`src/hw/rtl/page_frame_allocator_fifo_evict_macros.svh`:
```
// Assertion helpers for the allocator datapath RTL.
`ifndef PAGE_FRAME_ALLOCATOR_FIFO_EVICT_MACROS_SVH
`define PAGE_FRAME_ALLOCATOR_FIFO_EVICT_MACROS_SVH

// Check a property on every edge outside reset.
`define PFA_ASSERT(lbl, clk, rst, prop, msg) \
   lbl: assert property (@(posedge clk) disable iff (rst) prop) else $error(msg);

// Check a property on every edge, reset included.
`define PFA_ASSERT_ALWAYS(lbl, clk, prop, msg) \
   lbl: assert property (@(posedge clk) prop) else $error(msg);

`endif

```
`src/hw/rtl/pfa_pkg.sv`:
```
package pfa_pkg;

   localparam int FRAMES     = 64;
   localparam int PAGE_BYTES = 1024;
   localparam int MAX_PROCS  = 16;

   localparam int FRAME_W    = $clog2(FRAMES);
   localparam int CNT_W      = FRAME_W + 1;
   localparam int SLOT_W     = $clog2(MAX_PROCS);
   localparam int AGE_W      = SLOT_W;
   localparam int PAGE_SHIFT = $clog2(PAGE_BYTES);
   localparam int SIZE_W     = 17;
   localparam int SUM_W      = SIZE_W + 1;
   localparam int PAGES_W    = SUM_W - PAGE_SHIFT;
   localparam int PID_W      = 16;
   localparam int EVICT_W    = 5;
   localparam int RAM_DEPTH  = MAX_PROCS * FRAMES;
   localparam int RAM_AW     = SLOT_W + FRAME_W;

   localparam logic OP_ALLOC   = 1'b0;
   localparam logic OP_RELEASE = 1'b1;

   localparam logic [2:0] ST_MAPPED   = 3'd0;
   localparam logic [2:0] ST_FAILED   = 3'd1;
   localparam logic [2:0] ST_RELEASED = 3'd2;
   localparam logic [2:0] ST_NOTFOUND = 3'd3;
   localparam logic [2:0] ST_ZERO     = 3'd4;

   typedef struct packed {
      logic              opcode;
      logic [PID_W-1:0]  process_id;
      logic [SIZE_W-1:0] size_bytes;
      logic              evict_mode;
   } pfa_req_type;

   typedef struct packed {
      logic [2:0]         status;
      logic [PID_W-1:0]   process_id_res;
      logic [5:0]         page_index;
      logic [5:0]         frame;
      logic [EVICT_W-1:0] evicted_count;
      logic               last;
   } pfa_rsp_type;

   typedef struct packed {
      logic       load;
      logic       scan_start;
      logic       scan_step;
      logic       rm_start;
      logic       rm_step;
      logic       rm_finish;
      logic       insert;
      logic       grant;
      logic       reply;
      logic [2:0] code;
   } pfa_cmd_type;

   typedef struct packed {
      logic op;
      logic no_evict;
      logic scan_last;
      logic pages_over;
      logic zero_pages;
      logic have_slot;
      logic vic_any;
      logic is_short;
      logic rm_done;
      logic grant_last;
      logic out_free;
   } pfa_stat_type;

endpackage

```
`src/hw/rtl/pfa_ctrl.sv`:
```
module pfa_ctrl (
   input  logic                  clock,
   input  logic                  reset,
   input  logic                  req_valid,
   output logic                  req_ready,
   input  pfa_pkg::pfa_stat_type st,
   output pfa_pkg::pfa_cmd_type  cmd
);
   import pfa_pkg::*;

   localparam logic [3:0] S_IDLE  = 4'd0;
   localparam logic [3:0] S_SCAN  = 4'd1;
   localparam logic [3:0] S_CHK   = 4'd2;
   localparam logic [3:0] S_RM    = 4'd3;
   localparam logic [3:0] S_RMFIN = 4'd4;
   localparam logic [3:0] S_INS   = 4'd5;
   localparam logic [3:0] S_GRANT = 4'd6;
   localparam logic [3:0] S_REPLY = 4'd7;

   logic [3:0] state_ff, state_in;
   logic [2:0] code_ff, code_in;

   always_comb begin
      state_in  = state_ff;
      code_in   = code_ff;
      cmd       = '0;
      req_ready = 1'b0;
      case (state_ff)
         S_IDLE: begin
            req_ready = 1'b1;
            if (req_valid) begin
               cmd.load = 1'b1;
               state_in = S_SCAN;
            end
         end
         S_SCAN: begin
            cmd.scan_step = 1'b1;
            if (st.scan_last) state_in = S_CHK;
         end
         S_CHK: begin
            if (st.op == OP_RELEASE) begin
               if (!st.vic_any) begin
                  code_in  = ST_NOTFOUND;
                  state_in = S_REPLY;
               end else begin
                  cmd.rm_start = 1'b1;
                  state_in     = S_RM;
               end
            end else if (st.pages_over || !st.have_slot || (st.is_short && st.no_evict)) begin
               code_in  = ST_FAILED;
               state_in = S_REPLY;
            end else if (st.is_short) begin
               cmd.rm_start = 1'b1;
               state_in     = S_RM;
            end else begin
               state_in = S_INS;
            end
         end
         S_RM: begin
            cmd.rm_step = 1'b1;
            if (st.rm_done) state_in = S_RMFIN;
         end
         S_RMFIN: begin
            cmd.rm_finish = 1'b1;
            if (st.op == OP_RELEASE) begin
               code_in  = ST_RELEASED;
               state_in = S_REPLY;
            end else begin
               cmd.scan_start = 1'b1;
               state_in       = S_SCAN;
            end
         end
         S_INS: begin
            cmd.insert = 1'b1;
            if (st.zero_pages) begin
               code_in  = ST_ZERO;
               state_in = S_REPLY;
            end else begin
               state_in = S_GRANT;
            end
         end
         S_GRANT: begin
            cmd.grant = 1'b1;
            if (st.grant_last) state_in = S_IDLE;
         end
         S_REPLY: begin
            cmd.reply = 1'b1;
            cmd.code  = code_ff;
            if (st.out_free) state_in = S_IDLE;
         end
         default: state_in = S_IDLE;
      endcase
   end

   always_ff @(posedge clock) begin
      if (reset) begin
         state_ff <= S_IDLE;
      end else begin
         state_ff <= state_in;
      end
   end

   always_ff @(posedge clock) begin
      code_ff <= code_in;
   end
endmodule

```
`config.mk`:
```
export PLATFORM = sky130hd
export DESIGN_NAME = pfa_ctrl
export DESIGN_NICKNAME = d
export VERILOG_FILES = /design/src/hw/rtl/page_frame_allocator_fifo_evict_macros.svh /design/src/hw/rtl/pfa_pkg.sv /design/src/hw/rtl/pfa_ctrl.sv
export SDC_FILE = /design/constraint.sdc
export NUM_CORES = 1
export LEC_CHECK = 0
export BUFFER_PORTS_ARGS = -buffer_cell sky130_fd_sc_hd__buf_2
export CAP_MARGIN = 10
export CORE_MARGIN = 10
export CORE_UTILIZATION = 37
export DETAILED_ROUTE_END_ITERATION = 10
export PLACE_DENSITY = 0.67
export SETUP_SLACK_MARGIN = 0.3
export SLEW_MARGIN = 10
export SYNTH_ARGS = -nofsm -noshare
export SYNTH_HDL_FRONTEND = slang
export SYNTH_SLANG_ARGS = --single-unit
export TNS_END_PERCENT = 100
```
`constraint.sdc`:
```
create_clock -name clock -period 1.52 [get_ports clock]
set_clock_uncertainty 0.15 [all_clocks]
set_input_delay 0.304 -clock clock [delete_from_list [all_inputs] [get_ports clock]]
set_output_delay 0.304 -clock clock [all_outputs]
set_load 0.05 [all_outputs]
```
==> results.toml, run 1 <==
[timing]
setup_tns_ps = -2845
finalHoldViolations = 0
fmax_mhz = 564.7
hold-worst-slack_ps = 77.79
fin_crit_ps = 1771
worstMarginPinSlew_ps = 192.3
drv_slew = 0
max_slew_margin = 0.8716
period_share = 1.165
rsz0062_at_grt = "yes"
setup_viol = 20
worst_slack_ps = -250.9

[power]
peakVddDrop_v = 0.001135
p_leak_nw = 0.5075
total_power_mw = 1.908
power_density_mw_per_mm2 = 1716

[synth]
ys_warn_count = 0
synth.cell_area_um2 = 490.5
netlist_instances = 64
syn_nets = 78
synth-seq-area-share = 0.3061
async_flop_share = 0
synth.area.top_cells = "edfxtp_1 18%, dfxtp_1 12%, and2_1 7.7%, nand2_1 6.1%, nor2_1 6.1%"
synthTopCellsByCount = "8 x nand2_1, 8 x nor2_1, 6 x and2_1"
synth_top_area_share = 0.1837
yosysTopAreaCell = "edfxtp_1"
synth.avg_cell_area_um2 = 7.664
yosys_most_used_dff = "edfxtp_1"
synth_edf_count = 3
ys_types = 28
synth_seq_cells = 6

[finish]
area_growth_pct = 126.8
n_fill_cell = 67
diodes = 0
nets = 128
drive_gt1_frac = 0.7257

[worst_setup_path]
worstReg2RegEnd = "code_ff[1]$_DFFE_PP_"
r2r_setup_slack_ps = -150
worstPathMaxFanout = 6
slowest_delay_ps = 400
slowest_stage = "or3b_4"
r2r_start = "state_ff[1]$_SDFFE_PP0P_"
cp.required_ps = 1070
cp-start-kind = "flop"
r2r_cells = 7
endpoint_kind = "primary output"
path_cells = "or3b_4 > a21oi_4 > buf_8"
crit_type = "flop to primary output"
cp.arrival_ps = 1320

[routing]
vias = 669
vias_per_cell = 5.227
firstDrtPassIters = 4
drt-total-wl_mm = 1.984
drc = 0
ant_nets = 0
drtIter0Drc = 11
wl_per_cell_um = 15.50

[floorplan]
ios = 27
dieArea_mm2 = 0.003182
core.rowCount = 13
coreArea_mm2 = 0.001269
die_x_um = 56.41
start_util = 0.3866
dieHeight_um = 56.41

[min_path]
worstHoldEndpoint = "state_ff[1]$_SDFFE_PP0P_"
worstHoldStart = "reset"
hold_depth = 2
hold_path.class = "input pin to flop"

[run]
drv_cap = 0

[clocking]
htree_levels = 1
cts-root-buf = "clkbuf_4"
clock_latency_ps = 260
cts_tree = "done"
cts_sinks = 6
clockBufferDepth = 2
hold_buffers = 0
cts.clk_slew.worst_paths_ps = 50
cts_buffers = 3

[grt]
antenna_found_initial = 0
grt_pass1_vias = 677
overflow = 0
grt_max_degree = 11
grt_pass1_wl_mm = 3.111
grt_use_total = 0.1199

[place]
dp_hpwl_mm = 1.220
routabilityCongestion = 0.7991
portBuffers = 26

[run_status]
violations = "setup timing"
status = "finished, violations left"
[layer usage]
layer,part of all wire,global-route usage,up-vias
li1,-,-,319
met1,0.36,0.1181,315
met2,0.54,0.2124,28
met3,0.062,0.03820,7
met4,0.034,0.07216,0
met5,0,0,-
[placed cells by master (no fill, tap or decap), types with 2 or more instances in the layout]
cell,synthesis,final
dfxtp_4,0,2
a21oi_1,4,2
nor3_4,0,2
buf_2,1,13
inv_1,4,3
buf_8,0,11
nor2_2,0,2
and2_4,0,5
a41o_1,2,2
buf_6,1,10
buf_4,0,15
nand3_1,2,2
edfxtp_1,3,3
nor2_4,0,3
nand2_1,8,7
nor2_1,8,3
clkbuf_4,0,3
o21ai_0,3,2
[report_power, final]
part | internal (mW) | switching (mW) | leakage, nW | total, mW
combinational | 0.706 | 0.729 | 0.440 | 1.44
sequential | 0.241 | 0.0601 | 0.0524 | 0.301
clock | 0.100 | 0.0717 | 0.0150 | 0.172
[worst max path at each step]
stage / cells after the start / slack (ps) / from / end
2_1_floorplan: 4 / -340 / state_ff[0]$_SDFFE_PP0P_ / cmd[11]
3_3_place_gp: 5 / -110 / st[10] / cmd[8]
3_5_place_dp: 5 / -150 / st[10] / cmd[8]
4_1_cts: 3 / -240 / state_ff[1]$_SDFFE_PP0P_ / cmd[8]
5_1_grt: 5 / -300 / state_ff[1]$_SDFFE_PP0P_ / cmd[10]
6_report: 3 / -250 / state_ff[1]$_SDFFE_PP0P_ / cmd[8]
[cells by family after synthesis]
group / share of synthesized area
buffers and inverters: 0.07907
AOI/OAI and AO/OA: 0.1939
and+or+nand+nor: 0.3776
muxes: 0.04337
DFF: 0.3061
[flip-flops by register name, summed over array words and instances, names as in the netlist]
register and cells:
code_ff 3, state_ff 3
[metrics by stage]
step / instance area [um2] / worst slack (ps) / cells / utilization
2_1_floorplan: 614.3 / -342.0 / 64 / -
3_3_place_gp: 822.0 / -114.3 / 117 / 0.6479
3_5_place_dp: 822.0 / -154.6 / 117 / 0.6479
4_1_cts: 1050 / -244.4 / 126 / 0.8274
5_1_grt: 1112 / -299.6 / 128 / 0.8767
6_report: 1112 / -250.9 / 128 / 0.8767
[layout make-up]
cell class	count	area, um2	area share
clock buffer	4	26.28	0.02362
inverter	4	17.52	0.01575
multi-input combinational	50	435.4	0.3915
sequential	6	158.9	0.1429
tap	15	18.77	0.01687
timing repair buffer	49	455.4	0.4094
[worst max-delay path, delay by kind of cell, from the launching register on]
kind / cells / cell delay, ps
simple gates: 1 / 400
compound gates: 1 / 130
buf+inv: 1 / 160
flops: 1 / 370
[timing repair]
item / 4_1_cts / 5_1_grt
pin swaps: 4 / 7
setup buffers: 5 / 2
gates cloned: 0 / 0
endpoints found under the setup margin: 21 / 22
resized for setup: 51 / 12
Note: power is estimated with default switching activity, not from simulation.
==> run 2: changes to the inputs <==
==> constraint.sdc (replaced) <==
create_clock -name clock -period 1.46 [get_ports clock]
set_clock_uncertainty 0.15 [all_clocks]
set_input_delay 0.292 -clock clock [delete_from_list [all_inputs] [get_ports clock]]
set_output_delay 0.292 -clock clock [all_outputs]
set_load 0.05 [all_outputs]
==> run 2 against run 1 <==
Compared with the run above:
- the run still ends with setup timing left
- combinational power is 5% higher
- routed wire length fell by 2.6%
- via count is 5.4% lower
- total power is 4.8% higher
- first-iteration DRC count down 64%
- die area unchanged
==> results.toml, run 2 (same netlist as run 1, synthesis figures left out) <==
[floorplan]
start_util = 0.3866
ios = 27
dieHeight_um = 56.41
dieArea_mm2 = 0.003182
die_x_um = 56.41
coreArea_mm2 = 0.001269
core.rowCount = 13

[power]
p_leak_nw = 0.4868
power_density_mw_per_mm2 = 1858
peakVddDrop_v = 0.001329

[worst_setup_path]
worstReg2RegEnd = "state_ff[1]$_SDFFE_PP0P_"
r2r_start = "state_ff[1]$_SDFFE_PP0P_"
r2r_cells = 5
worstPathMaxFanout = 6
cp.arrival_ps = 1300
endpoint_kind = "primary output"
slowest_delay_ps = 410
slowest_stage = "or3b_4"
r2r_setup_slack_ps = -130
path_cells = "or3b_4 > a21oi_4 > buf_8"
cp-start-kind = "flop"
cp.required_ps = 1020
crit_type = "flop to primary output"

[place]
portBuffers = 26
routabilityCongestion = 0.7910
dp_hpwl_mm = 1.209

[clocking]
cts_tree = "done"
cts_buffers = 3
htree_levels = 1
cts_sinks = 6
cts.clk_slew.worst_paths_ps = 40
clockBufferDepth = 2
cts-root-buf = "clkbuf_4"
clock_latency_ps = 240

[run_status]
status = "finished, violations left"
violations = "setup timing"

[timing]
fmax_mhz = 575.2
max_slew_margin = 0.8742
fin_crit_ps = 1739
setup_tns_ps = -3319
rsz0062_at_grt = "yes"
hold-worst-slack_ps = 84.05
worstMarginPinSlew_ps = 188.6
finalHoldViolations = 0
period_share = 1.191
drv_slew = 0
worst_slack_ps = -278.5
setup_viol = 20

[finish]
layout_commonest_cell = "buf_4"
nets = 125
diodes = 0
drive_gt1_frac = 0.7000
layout_common_cells = "14 x buf_4, 13 x buf_2, 12 x buf_8"
reg.largest.list = "code_ff x3, state_ff x3"
area_growth_pct = 119.4

[min_path]
worstHoldEndpoint = "state_ff[1]$_SDFFE_PP0P_"
worstHoldStart = "reset"
hold_depth = 2
hold_path.class = "input pin to flop"

[grt]
busiest_layer = "met2"
grt_use_total = 0.1004
grt_pass1_vias = 619
grtUsageMet2 = 0.1854
use_met3 = 0.02921
grt_util_met1 = 0.09774
grt_max_degree = 11
grt_pass1_wl_mm = 2.656
overflow = 0
antenna_found_initial = 0

[routing]
firstDrtPassIters = 4
drtIter0Drc = 4
drc = 0
drt-total-wl_mm = 1.932
wl_per_cell_um = 15.46
vias_per_cell = 5.064
vias = 633
ant_nets = 0

[run]
drv_cap = 0
run 2: worst max path at each step:
stage | start | cells after the start | to
finish | state_ff[2]$_SDFFE_PP0P_ | 3 | cmd[8]
global route | state_ff[1]$_SDFFE_PP0P_ | 3 | cmd[8]
CTS | state_ff[1]$_SDFFE_PP0P_ | 3 | cmd[8]
detailed placement | st[7] | 5 | cmd[8]
global placement | st[7] | 5 | cmd[8]
floorplan | state_ff[0]$_SDFFE_PP0P_ | 4 | cmd[11]
run 2: final cells by class:
class | instances | area, um2
clock buffers | 4 | 26.28
fillers | 68 | 192.7
inverters | 4 | 20.02
multi-input cells | 50 | 420.4
flip-flops and latches | 6 | 161.4
well taps | 15 | 18.77
repair buffers | 46 | 429.2
run 2: worst max-delay path: cells and delay by family, from the launching register on:
family	cells	cell delay, ps
flops	1	350
compound gates	1	130
buf+inv	1	160
simple gates	1	410
run 2: where the power goes:
part	switching, mW	internal, mW
Sequential	0.0584	0.256
Clock	0.0666	0.104
Combinational	0.767	0.747
Total	0.892	1.11
run 2: per-layer routing:
metal / share of wire / wire (um)
met5: 0 / 0
met2: 0.59 / 1143
met1: 0.34 / 664
met3: 0.053 / 103
met4: 0.011 / 21
run 2: metrics by stage:
step	utilization	total power, mW	instance area (um2)	cells	worst slack, ps
detailed placement	0.6302	1.334	799.5	114	-184.9
global placement	0.6302	1.320	799.5	114	-145.8
floorplan	-	1.131	614.3	64	-390.0
finish	0.8481	1.999	1076	125	-278.5
CTS	0.7732	1.728	980.9	121	-277.3
global route	0.8481	2.112	1076	125	-323.6
run 2: what timing repair did:
item	4_1_cts	5_1_grt
hold endpoints to repair	0	0
pin swaps	3	9
buffers inserted	3	4
hold buffers	0	0
resized for setup	43	19
endpoints found under the setup margin	21	21
==> run 3: changes to the inputs <==
--- a/config.mk
+++ b/config.mk
@@ -7,12 +7,11 @@
 export LEC_CHECK = 0
 export BUFFER_PORTS_ARGS = -buffer_cell sky130_fd_sc_hd__buf_2
 export CAP_MARGIN = 10
-export CORE_MARGIN = 10
-export CORE_UTILIZATION = 37
+export CORE_AREA = 2 2 39 41
 export DETAILED_ROUTE_END_ITERATION = 10
-export PLACE_DENSITY = 0.67
+export DIE_AREA = 0 0 41 43
+export PLACE_DENSITY = 0.64
 export SETUP_SLACK_MARGIN = 0.3
-export SLEW_MARGIN = 10
 export SYNTH_ARGS = -nofsm -noshare
 export SYNTH_HDL_FRONTEND = slang
 export SYNTH_SLANG_ARGS = --single-unit
==> constraint.sdc (replaced) <==
create_clock -name clock -period 2.1 [get_ports clock]
set_clock_uncertainty 0.15 [all_clocks]
set_input_delay 0.42 -clock clock [delete_from_list [all_inputs] [get_ports clock]]
set_output_delay 0.42 -clock clock [all_outputs]
set_load 0.05 [all_outputs]
==> run 3 against run 2 <==
Compared with the run above:
- the flow now finishes without violations
- combinational power shrank 51%
- cell area decreased by 18%
- cell count shrank 7.2%
- flip-flop and latch count unchanged
- routed wire length decreased by 32%
- sequential share of layout area rose by 2.9 points
- hold slack better by 130 ps
- critical endpoint unchanged
==> results.toml, run 3 (same netlist as run 1, synthesis figures left out) <==
[run_status]
status = "complete, no violations"

[routing]
wl_per_cell_um = 11.33
vias = 579
drc = 0
vias_per_cell = 4.991
ant_nets = 0
firstDrtPassIters = 4
drt-total-wl_mm = 1.314
drtIter0Drc = 21

[power]
power_density_mw_per_mm2 = 1213
total_power_mw = 1.074
peakVddDrop_v = 0.0006045
p_leak_nw = 0.4066

[grt]
grt_pass1_wl_mm = 1.994
grt_pass1_vias = 531
grt_max_degree = 10
grt_use_total = 0.1631
overflow = 0
antenna_found_initial = 0

[clocking]
clockBufferDepth = 2
cts.clk_slew.worst_paths_ps = 40
htree_levels = 1
cts-root-buf = "clkbuf_4"
cts_tree = "done"
clock_latency_ps = 240
cts_sinks = 6
cts_buffers = 3

[worst_setup_path]
r2r_setup_slack_ps = 390
cp-start-kind = "flop"
cp.required_ps = 1530
crit_type = "flop to primary output"
endpoint_kind = "primary output"
r2r_start = "state_ff[2]$_SDFFE_PP0P_"
worstReg2RegEnd = "code_ff[1]$_DFFE_PP_"
r2r_cells = 5
cp.arrival_ps = 1290
endpoint = "cmd[8]"
crit_start = "state_ff[1]$_SDFFE_PP0P_"
worstPathMaxFanout = 4

[timing]
fmax_mhz = 539.0
setup_tns_ps = 0
drv_slew = 0
setup_viol = 0
worst_slack_ps = 244.7
fin_crit_ps = 1855
finalHoldViolations = 0
worstMarginPinSlew_ps = 453.3
rsz0062_at_grt = "yes"
max_slew_margin = 0.6946
period_share = 0.8835

[floorplan]
dieHeight_um = 43
core.rowCount = 14
ios = 27
die_x_um = 41
coreArea_mm2 = 0.001384
start_util = 0.3544
dieArea_mm2 = 0.001763

[min_path]
hold_path.class = "input pin to flop"

[place]
placed_cell_area_um2 = 714.4
routabilityCongestion = 0.7231
dp_slack_ps = 195.6
portBuffers = 26
dp_hpwl_um = 917.3

[finish]
layout_common_cells = "13 x buf_2, 10 x buf_4, 8 x nand2_1"
diodes = 0
reg.largest.list = "code_ff x3, state_ff x3"
design_area_um2 = 885.9
n_fill_cell = 124
nets = 115
area_growth_pct = 80.61
drive_gt1_frac = 0.6100
layout_commonest_cell = "buf_2"

[run]
drv_cap = 0
[run 3: cell types whose count changed in the layout (fill, tap and decap cells not counted), moves of 2 or more]
cell      before  now
inv_4          2    0
buf_4         14   10
nor2_2         1    3
clkbuf_4       3    6
buf_8         12    4
nor2_4         3    0
[run 3: worst min path at each step]
stage               start                       end  slack [ps]  depth (start not counted)
floorplan           reset  state_ff[1]$_SDFFE_PP0P_         340                          1
global placement    reset  state_ff[1]$_SDFFE_PP0P_         470                          2
detailed placement  reset  state_ff[1]$_SDFFE_PP0P_         480                          2
CTS                 reset  state_ff[1]$_SDFFE_PP0P_         220                          2
global route        reset  state_ff[1]$_SDFFE_PP0P_         220                          2
finish              reset  state_ff[1]$_SDFFE_PP0P_         220                          2
[run 3: layout make-up]
class / instances / area [um2] / area share
Tap cell: 16 / 20.02 / 0.02260
Sequential cell: 6 / 158.9 / 0.1794
Multi-Input combinational cell: 50 / 375.4 / 0.4237
Clock buffer: 4 / 26.28 / 0.02966
Timing Repair Buffer: 36 / 290.3 / 0.3277
Inverter: 4 / 15.01 / 0.01695
[run 3: power breakdown]
group	switching [mW]	internal (mW)	leakage [nW]
clock network	0.0437	0.0721	0.0150
logic	0.425	0.319	0.339
registers	0.0400	0.175	0.0524
total	0.509	0.566	0.407
[run 3: critical path, cell delays in order, from the launching register on]
cell	delay, ps
dfxtp_4	360
or3b_4	400
a21oi_4	120
buf_6	170
[run 3: stage by stage]
step	util	std cells	hold slack (ps)
final	0.6401	116	217.5
after global routing	0.6401	116	223.1
after CTS	0.6058	113	218.4
after detailed placement	0.5163	107	476.8
after global placement	0.5163	107	470.4
after floorplan	-	64	337.9
[run 3: layer usage]
layer	wire length (um)	track usage
met1	531	0.2119
met2	696	0.2563
met3	75	0.03141
met4	11	0.06000
met5	0	0
[run 3: what timing repair did]
action / in CTS / in global routing
pin swaps: 1 / 4
gates resized for setup: 31 / 8
setup buffers: 2 / 3
hold buffers: 0 / 0
setup endpoints to repair: 13 / 13
